### config.mk
export PLATFORM = sky130hd
export DESIGN_NAME = base64url_decoder
export DESIGN_NICKNAME = d
export VERILOG_FILES = /design/src/design/b64d_pkg.sv /design/src/design/b64d_front.sv /design/src/design/b64d_queue.sv /design/src/design/b64d_back.sv /design/src/design/base64url_decoder.sv
export VERILOG_INCLUDE_DIRS = /design/src /design/src/design
export SDC_FILE = /design/constraint.sdc
export NUM_CORES = 1
export LEC_CHECK = 0
export ABC_CLOCK_PERIOD_IN_PS = 5630
export BUFFER_PORTS_ARGS = -buffer_cell sky130_fd_sc_hd__buf_2
export CAP_MARGIN = 40
export CORE_MARGIN = 1.5
export CORE_UTILIZATION = 54
export DETAILED_ROUTE_END_ITERATION = 12
export GPL_TIMING_DRIVEN = 0
export MAX_ROUTING_LAYER = met4
export PLACE_DENSITY = 0.78
export SETUP_SLACK_MARGIN = 0.1
export SLEW_MARGIN = 20
export SYNTH_ARGS = -nofsm -noshare
export SYNTH_HDL_FRONTEND = slang
export SYNTH_HIERARCHICAL = 1
export SYNTH_SLANG_ARGS = --single-unit
### constraint.sdc
create_clock -name clk -period 5.63 [get_ports clk]
set_input_delay 0.2815 -clock clk [delete_from_list [all_inputs] [get_ports clk]]
set_output_delay 0.2815 -clock clk [all_outputs]
set_load 0.005 [all_outputs]
### src/design/base64url_decoder_defines.svh
// Assertion macros used by the decoder top level.
`ifndef BASE64URL_DECODER_DEFINES_SVH
`define BASE64URL_DECODER_DEFINES_SVH

// Same-cycle implication, checked outside reset.
`define B64D_ASSERT_NOW(name, clk, rst, ante, cons) \
  name: assert property (@(posedge clk) disable iff (rst) (ante) |-> (cons)) \
    else $error("decoder check failed");

// Next-cycle implication, checked outside reset.
`define B64D_ASSERT_NEXT(name, clk, rst, ante, cons) \
  name: assert property (@(posedge clk) disable iff (rst) (ante) |=> (cons)) \
    else $error("decoder check failed");

`endif

### src/design/b64d_pkg.sv
`default_nettype none

package b64d_pkg;

  localparam logic [7:0] CH_PAD   = 8'h3D;
  localparam logic [7:0] CH_MINUS = 8'h2D;
  localparam logic [7:0] CH_UNDER = 8'h5F;

  localparam logic [5:0] SYM_MINUS = 6'd62;
  localparam logic [5:0] SYM_UNDER = 6'd63;

  // Character classes.
  localparam logic [1:0] KIND_SYM = 2'd0;
  localparam logic [1:0] KIND_PAD = 2'd1;
  localparam logic [1:0] KIND_BAD = 2'd2;

  // Final status codes.
  localparam logic [1:0] ST_OK       = 2'd0;
  localparam logic [1:0] ST_BADCHAR  = 2'd1;
  localparam logic [1:0] ST_LEFTOVER = 2'd2;

  typedef struct packed {
    logic [1:0] kind;
    logic [5:0] value;
    logic       last;
  } item_t;

endpackage

`default_nettype wire

### src/design/b64d_front.sv
`default_nettype none

module b64d_front (
  input  wire logic             push,
  output logic                  full,
  input  wire logic [7:0]       in_char,
  input  wire logic             is_last,
  input  wire logic             q_full,
  output logic                  q_push,
  output b64d_pkg::item_t       q_item
);

  logic [1:0] kind;
  logic [5:0] value;

  // Map the character onto the url-safe alphabet.
  always_comb begin
    kind  = b64d_pkg::KIND_SYM;
    value = '0;
    if (in_char >= 8'h41 && in_char <= 8'h5A) begin
      value = 6'(in_char - 8'h41);
    end else if (in_char >= 8'h61 && in_char <= 8'h7A) begin
      value = 6'(in_char - 8'h61 + 8'd26);
    end else if (in_char >= 8'h30 && in_char <= 8'h39) begin
      value = 6'(in_char - 8'h30 + 8'd52);
    end else if (in_char == b64d_pkg::CH_MINUS) begin
      value = b64d_pkg::SYM_MINUS;
    end else if (in_char == b64d_pkg::CH_UNDER) begin
      value = b64d_pkg::SYM_UNDER;
    end else if (in_char == b64d_pkg::CH_PAD) begin
      kind = b64d_pkg::KIND_PAD;
    end else begin
      kind = b64d_pkg::KIND_BAD;
    end
  end

  assign full         = q_full;
  assign q_push       = push && !q_full;
  assign q_item.kind  = kind;
  assign q_item.value = value;
  assign q_item.last  = is_last;

endmodule

`default_nettype wire

### src/design/b64d_queue.sv
`default_nettype none

module b64d_queue (
  input  wire logic             clk,
  input  wire logic             rst,
  input  wire logic             wr_en,
  input  wire b64d_pkg::item_t  wr_item,
  output logic                  q_full,
  input  wire logic             rd_en,
  output logic                  rd_valid,
  output b64d_pkg::item_t       rd_item
);

  logic            head_valid;
  logic            tail_valid;
  b64d_pkg::item_t head;
  b64d_pkg::item_t tail;
  logic            head_free;

  assign q_full    = tail_valid;
  assign rd_valid  = head_valid;
  assign rd_item   = head;
  assign head_free = !head_valid || rd_en;

  always_ff @(posedge clk) begin
    if (rst) begin
      head_valid <= 1'b0;
      tail_valid <= 1'b0;
    end else if (head_free) begin
      // Advance the tail into the head, or let a new transaction fall through.
      head_valid <= tail_valid || wr_en;
      tail_valid <= tail_valid && wr_en;
    end else if (wr_en) begin
      tail_valid <= 1'b1;
    end
  end

  always_ff @(posedge clk) begin
    if (head_free) begin
      if (tail_valid) begin
        head <= tail;
        tail <= wr_item;
      end else begin
        head <= wr_item;
      end
    end else if (wr_en) begin
      tail <= wr_item;
    end
  end

endmodule

`default_nettype wire

### src/design/b64d_back.sv
`default_nettype none

module b64d_back (
  input  wire logic             clk,
  input  wire logic             rst,
  input  wire logic             q_valid,
  input  wire b64d_pkg::item_t  q_item,
  output logic                  q_pop,
  output logic                  empty,
  input  wire logic             pop,
  output logic [7:0]            out_byte,
  output logic                  byte_valid,
  output logic                  done_res,
  output logic [1:0]            status
);

  logic [5:0]  bit_buffer;
  logic [2:0]  bits_held;
  logic        pad_seen;
  logic        bad_char_seen;
  logic        out_valid;

  logic [5:0]  bit_buffer_next;
  logic [2:0]  bits_held_next;
  logic        pad_seen_next;
  logic        bad_char_seen_next;
  logic [7:0]  byte_next;
  logic        valid_next;
  logic [1:0]  status_next;
  logic [11:0] joined;
  logic [2:0]  rem;
  logic [5:0]  keep_mask;
  logic        take;

  assign take  = q_valid && (!out_valid || pop);
  assign q_pop = take;
  assign empty = !out_valid;

  always_comb begin
    bit_buffer_next    = bit_buffer;
    bits_held_next     = bits_held;
    pad_seen_next      = pad_seen;
    bad_char_seen_next = bad_char_seen;
    byte_next          = '0;
    valid_next         = 1'b0;
    status_next        = b64d_pkg::ST_OK;
    joined             = {bit_buffer, q_item.value};
    rem                = bits_held - 3'd2;
    keep_mask          = (6'd1 << rem) - 6'd1;

    if (!pad_seen && !bad_char_seen) begin
      case (q_item.kind)
        b64d_pkg::KIND_PAD: begin
          pad_seen_next = 1'b1;
        end
        b64d_pkg::KIND_SYM: begin
          if (bits_held != 3'd0) begin
            // A byte is complete; keep only the bits below it.
            byte_next       = 8'(joined >> rem);
            valid_next      = 1'b1;
            bits_held_next  = rem;
            bit_buffer_next = q_item.value & keep_mask;
          end else begin
            bits_held_next  = 3'd6;
            bit_buffer_next = q_item.value;
          end
        end
        default: begin
          bad_char_seen_next = 1'b1;
        end
      endcase
    end

    if (q_item.last) begin
      if (bad_char_seen_next) begin
        status_next = b64d_pkg::ST_BADCHAR;
      end else if (bit_buffer_next != 6'd0) begin
        status_next = b64d_pkg::ST_LEFTOVER;
      end
      bit_buffer_next    = '0;
      bits_held_next     = '0;
      pad_seen_next      = 1'b0;
      bad_char_seen_next = 1'b0;
    end
  end

  always_ff @(posedge clk) begin
    if (rst) begin
      bit_buffer    <= '0;
      bits_held     <= '0;
      pad_seen      <= 1'b0;
      bad_char_seen <= 1'b0;
      out_valid     <= 1'b0;
    end else begin
      if (take) begin
        bit_buffer    <= bit_buffer_next;
        bits_held     <= bits_held_next;
        pad_seen      <= pad_seen_next;
        bad_char_seen <= bad_char_seen_next;
        out_valid     <= 1'b1;
      end else if (pop) begin
        out_valid     <= 1'b0;
      end
    end
  end

  // Hold the result until it is popped.
  always_ff @(posedge clk) begin
    if (take) begin
      out_byte   <= byte_next;
      byte_valid <= valid_next;
      done_res   <= q_item.last;
      status     <= status_next;
    end
  end

endmodule

`default_nettype wire

### src/design/base64url_decoder.sv
// Unpadded base64url decoder, one character per transaction.
// Input channel: drive in_char and is_last with push; a transaction is taken
// at a clock edge where push is high and full is low. Raise is_last on the
// final character of each string.
// Result channel: while empty is low, out_byte, byte_valid, done_res and
// status show the oldest result; pop takes it at an edge where empty is low.
// Every input transaction yields exactly one result, in order.
// Path: the classifier writes the two-entry queue at the input edge, and the
// decode stage loads its output register from the queue head at a later edge,
// once that register is empty or being popped. Throughput: one character per
// cycle while pop keeps the output register drained, set by the single decode
// stage, which updates the bit buffer once per transaction.
// When pop stays low, the output register holds its result, the queue fills
// after two more transactions and full rises; no result is lost or dropped.
// Reset (rst, synchronous) empties the queue and output register and clears
// the bit buffer, padding and error flags; the same state clears after
// every final character.
`default_nettype none

`include "base64url_decoder_defines.svh"

module base64url_decoder (
  input  wire logic       clk,
  input  wire logic       rst,
  input  wire logic       push,
  output logic            full,
  input  wire logic [7:0] in_char,
  input  wire logic       is_last,
  output logic            empty,
  input  wire logic       pop,
  output logic [7:0]      out_byte,
  output logic            byte_valid,
  output logic            done_res,
  output logic [1:0]      status
);

  logic            q_full;
  logic            q_push;
  b64d_pkg::item_t q_wr_item;
  logic            q_pop;
  logic            q_valid;
  b64d_pkg::item_t q_rd_item;

  b64d_front u_front (
    .push    (push),
    .full    (full),
    .in_char (in_char),
    .is_last (is_last),
    .q_full  (q_full),
    .q_push  (q_push),
    .q_item  (q_wr_item)
  );

  b64d_queue u_queue (
    .clk      (clk),
    .rst      (rst),
    .wr_en    (q_push),
    .wr_item  (q_wr_item),
    .q_full   (q_full),
    .rd_en    (q_pop),
    .rd_valid (q_valid),
    .rd_item  (q_rd_item)
  );

  b64d_back u_back (
    .clk        (clk),
    .rst        (rst),
    .q_valid    (q_valid),
    .q_item     (q_rd_item),
    .q_pop      (q_pop),
    .empty      (empty),
    .pop        (pop),
    .out_byte   (out_byte),
    .byte_valid (byte_valid),
    .done_res   (done_res),
    .status     (status)
  );

  // A full queue means the output register is stalled with a result.
  `B64D_ASSERT_NOW(a_full_implies_result, clk, rst, full, !empty)
  // A result without a byte carries a zero byte.
  `B64D_ASSERT_NOW(a_no_byte_is_zero, clk, rst, !empty && !byte_valid, out_byte == 8'd0)
  // Status is only reported on the final character.
  `B64D_ASSERT_NOW(a_status_only_at_done, clk, rst, !empty && !done_res,
                   status == b64d_pkg::ST_OK)
  // A stalled queue head must still be there after the edge.
  `B64D_ASSERT_NEXT(a_queue_head_held, clk, rst, q_valid && !q_pop, q_valid)

endmodule

`default_nettype wire
# Word level (Yosys, flattened, before mapping)
# Cells that the tools add are included.
# Widths: inputs -> output; s select.
[op_classes]
n_addsub = 7
mux = 36
bitwise_logic = 2
n_eq_ne = 5
order_cmp = 6
n_reduce_logical = 30
shifts = 2
[op_table]
columns = ["cell", "count"]
rows = [
  ["$mux 6", 9],
  ["$mux 9", 4],
  ["$eq 8x6->1 const B", 2],
  ["$ge 8x7->1 const B", 2],
  ["$le 8x7->1 const B", 2],
  ["$mux 2", 7],
  ["$mux 1", 12],
  ["$mux 3", 4],
  ["$shr 12x3->8", 1],
  ["$sub 6x1->6 const B", 2],
  ["$sub 6x6->6 const B", 2],
  ["$reduce_bool 2->1", 5],
  ["$reduce_and 3->1", 3],
  ["$eq 8x7->1 const B", 1],
  ["$ge 8x6->1 const B", 1],
  ["$le 8x6->1 const B", 1],
  ["$logic_and 1x1->1", 7],
  ["$add 6x5->6 const B", 1],
  ["$add 6x6->6 const B", 1],
  ["$and 6x6->6", 1],
  ["$reduce_bool 6->1", 1],
  ["$shl 1x3->6 const A", 1],
  ["$logic_not 1->1", 5],
  ["$reduce_and 2->1", 2],
  ["other kinds (8)", 11],
]
[word_totals]
output_inout_bits = 14
inputBits = 13
wordCells = 106
ff_bits = 44

# Longest topological paths before layout
[depth]
ltp_word = 10
depth_mapped = 10
depth_no_buf = 9

# Modules after synthesis
# Netlist, hierarchy kept.
[modules_own_cells]
columns = ["module", "area_each_um2", "seq_area_each_um2", "n_inst", "cells_per_inst"]
rows = [
  ["b64d_back", 1268.7, 580.6, 1, 118],
  ["b64d_queue", 764.5, 580.6, 1, 39],
  ["b64d_front", 623.1, 0.0, 1, 95],
]

# Worst setup path after synthesis
# Ideal clock, no wire load.
[synth_path]
path_kind = "register to register"
startpoint = "reg u_back.bits_held[1]"
endpoint = "reg u_back.status[1], data pin"
period_less_slack_ns = 2.570
t_arrival_ns = 2.309
slack_ns = 3.060
required_time_ns = 5.369
stages_incl_launch_ff = 10
n_path_buf = 2
setup_ns = 0.261
path_cell_list = "dfxtp_1 > clkbuf_1 > inv_1 > ha_1 > buf_2 > inv_1 > ha_1 > o211ai_1 > nand4_1 > o311a_1"
[synth_via]
elab_chain_len = 9
word_cells_on_any_way = 10
classes_between = "add/sub (2); shift (1); mux (4); bitwise (1); reduce/logical (2)"
[synth_lines]
columns = ["element", "line_no", "source"]
rows = [
  ["start, declared", "b64d_back.sv:18", "logic [2:0] bits_held;"],
  ["start signal, assigned", "b64d_back.sv:97", "bits_held <= bits_held_next;"],
  ["$sub 3x2->3", "b64d_back.sv:48", "rem = bits_held - 3'd2;"],
  ["$shl 1x3->6", "b64d_back.sv:49", "keep_mask = (6'd1 << rem) - 6'd1;"],
  ["$sub 6x1->6", "b64d_back.sv:49", ""],
  ["$and 6x6->6", "b64d_back.sv:62", "bit_buffer_next = q_item.value & keep_mask;"],
  ["$mux 6 *", "b64d_back.sv:57", "if (bits_held != 3'd0) begin"],
  ["$mux 6 *", "b64d_back.sv:52", "case (q_item.kind)"],
  ["$mux 6 *", "b64d_back.sv:51", "if (!pad_seen && !bad_char_seen) begin"],
  ["$reduce_bool 6->1 *", "b64d_back.sv:77", "end else if (bit_buffer_next != 6'd0) begin"],
  ["$mux 2 *", "b64d_back.sv:77", ""],
  ["end signal, assigned", "b64d_back.sv:113", "status <= status_next;"],
  ["end, declared", "b64d_back.sv:14", "output logic [1:0] status"],
]
# Mark *: on every way between the ends. The rest lies on a longest branch, timed or not.
# A chain may end at the register's enable or synchronous reset.

# Worst setup path in the final report
# Ends and elaborated chain as after synthesis.

==> qor_table.md <==
| Parameter | Value |
|---|---|
| Layout cells sized above 1 | 21.0% |
| Area growth from synthesis to final layout | 11.1% |
| Die width | 73.1 µm |
| Run status | completed |
| Via density | 5.66 |
| Path depth of the worst reg2reg path | 9 |
| Number of buffers inserted to repair setup after CTS | 0 |
| Antenna violations before repair | 0 |
| Endpoint arrival time on the critical path | 3010 ps |
| Number of synthesized register bits | 43 |
| Synthesized instance count | 252 |
| Reg-to-reg critical path startpoint | u_back/bits_held[1]$_SDFFE_PP0P_ |
| Worst hold stages | 1 |
| Number of detailed-routing iterations run before antenna repair | 4 |
| CP Class | flip-flop to flip-flop |
| Die Span Y | 73.1 µm |
| Share of the yosys chip area belonging to registers | 43.7% |
| Remaining antenna violation count | 0 |
| Residual DRC | 0 |
| Cell depth of the worst setup path | 9 |
| Most common cell after layout, fill and taps aside | edfxtp_1 |
| Gate family responsible for the most delay along the worst path | buffers and inverters |
| Overall global routing resource usage | 21.3% |
| WL final | 5250 µm |
| Mean routed wirelength per cell | 14.9 µm |
| Finished Layout Cells | 353 |
| Later-pin clock latency in the skew report | 290 ps |
| Detailed Route Iter0 Violations | 151 |
| Number of vias in the routed layout | 1997 |
| Worst path buffer plus inverter count | 4 |
| Root Buffer Master | clkbuf_8 |
| Final Cycle Share | 52.7% |
| Sink Count | 43 |
| TritonCTS clock tree | done |
| Row count | 25 |
| Hold buffers post-CTS | 0 |
| RSZ-0062 raised after global routing | no |
| Global-route wire length before repair | 8380 µm |
| Relative slew slack | 52.5% |
| Placed Area | 0.00287 mm² |
| Pin count of the biggest net entering global routing | 18 |
| Max Freq | 0.337 GHz |
| Effective utilization at floorplan | 56.2% |
| Final antenna diode count | 0 |
| RD Place Congestion | 0.951 |
| Path category of the worst min-delay check | input pin to flip-flop |
| Total die area | 0.00535 mm² |
| Total power | 0.000680 W |
| Worst Tran Pin Value | 707 ps |
| Total negative slack | 0 ps |
| Number of buffers created by CTS | 5 |
| DP Cell Count | 345 |
| Number of library cell types mapped by synthesis | 48 |
| Ys async rst share | 0% |
| Final Hold Vio Count | 0 |
| Number of max-slew violations in the final report | 0 |
| Nets in the synthesized netlist | 279 |
| IO Count | 27 |
| Core Area | 0.00472 mm² |
| Most common flop cell mapped by yosys | edfxtp_1 |
| Vias in the first global route | 1823 |
| Cts repair resizes | 0 |
| Final Net Count | 312 |
| Largest stage delay on the critical path | 420 ps |
| Leading cell types in the layout, fill and taps excluded | 30 x edfxtp_1, 29 x buf_2, 23 x nand2_1 |
| Count of fill cells added during filler insertion | 413 |
| Critical path capture point type | flip-flop |
| P_leak | 1.12 nW |
| Final standard cell area without fillers | 0.00295 mm² |
| Worst hold start | is_last |
| H-tree Lvls | 2 |
| Syn Area/Cell | 10.5 µm² |
| Fin crit period | 2970 ps |
| Sum of net half-perimeters after detailed placement | 4020 µm |
| Maxcap violations | 0 |
| Slowest library cell on the worst path | ha_1 |
| Synthesized area | 0.00266 mm² |
| Startpoint of the most critical setup path | u_back/bits_held[1]$_SDFFE_PP0P_ |
| Worst IR drop on VDD | 0.0880 mV |
| Series of cell instances along the critical path | clkbuf_1, inv_1, ha_1, buf_2, inv_1, ha_1, o211ai_1, nand4_1, o311a_1 |
| Total global routing overflow | 0 |
| Final setup violation count | 0 |
| Clock buffer depth | 2 |
| Power Dens Cells | 230 mW/mm² |
| Biggest fanout along the worst timing path | 10 |
| Clock-pin slew on the worst setup and hold paths | 70 ps |
| Req. time, crit path | 5670 ps |
| Worst hold slack | 185 ps |
| Synthesis warning total | 6 |
| Type of origin of the critical path | flip-flop |
| Post-route clock skew | 2.65 ps |
| Number of enable flip-flop cells after synthesis | 30 |
| Total of buffers placed on input and output ports | 25 |
## cell usage after synthesis, types with 8 or more instances
master / instances / area share [%]
edfxtp_1: 30 / 34
nand2_1: 23 / 3.3
a21oi_1: 20 / 3.8
ha_1: 14 / 6.6
inv_1: 14 / 2.0
dfxtp_1: 13 / 9.8
nor2_1: 12 / 1.7
o21ai_0: 10 / 1.9
nand3_1: 9 / 1.7
and2_1: 8 / 1.9
nor2b_1: 8 / 1.9
## per-layer routing
layer | vias to the layer above | share of wire (%) | track usage [%] | routed length (µm)
li1 | 990 | - | - | -
met1 | 949 | 42 | 22.9 | 2210
met2 | 48 | 52 | 37.1 | 2730
met3 | 10 | 3.6 | 4.28 | 188
met4 | 0 | 2.2 | 10.5 | 114
met5 | - | 0 | - | 0
## per-stage QoR
step / setup slack (ps) / util [%]
final: 2660 / 62.5
after global routing: 2450 / 62.5
after CTS: 2640 / 62.5
after detailed placement: 2650 / 60.8
after global placement: 2530 / 60.7
after floorplan: 3060 / -
## sequential cells by signal (all words and copies together), names as in the netlist, 2 cells and up
name,flops
u_queue/rd_item,9
u_queue/tail,9
u_back/out_byte,8
u_back/bit_buffer,6
u_back/bits_held,2
u_back/status,2
## report_power, final
part / switching (W) / internal, W
registers: 0.0000142 / 0.000366
clock network: 0.0000947 / 0.0000870
logic: 0.0000696 / 0.0000487
## worst register-to-register path, delay by kind of cell, from the launching register on
family | cells | cell delay [ps]
flip-flops | 1 | 350
AO/OA/AOI/OAI | 2 | 580
adder cells (fa/ha/maj) | 2 | 650
AND/OR/NAND/NOR | 1 | 120
buffers and inverters | 4 | 1010
## cells by family after synthesis
logic type | Yosys count | synth area share [%]
buffers and inverters | 26 | 4.52
adder cells (fa/ha/maj) | 14 | 6.59
multiplexers | 18 | 11.1
flip-flops | 43 | 43.7
XOR/XNOR | 4 | 1.32
AO/OA/AOI/OAI | 58 | 13.9
AND/OR/NAND/NOR | 88 | 18.7
other | 1 | 0.141
## cell type report
class	count	area, µm²	area share, %
inverter	15	56.3	1.91
clock inverter	1	5.00	0.170
sequential	43	1160	39.3
timing repair buffer	26	130	4.41
clock buffer	7	76.3	2.59
buffer	11	63.8	2.16
tap	67	83.8	2.84
multi-input combinational	183	1380	46.6
## path summary, 6_finish.rpt
check                                         to  slack [ps]
hold reg to reg        u_back/done_res$_DFFE_PP_         460
setup / recovery  u_back/status[1]$_SDFFCE_PP0P_        2660
hold / removal         u_queue/tail[0]$_DFFE_PP_         180
setup reg to reg  u_back/status[1]$_SDFFCE_PP0P_        2660
No activity file was read; power rests on OpenSTA's default activity.
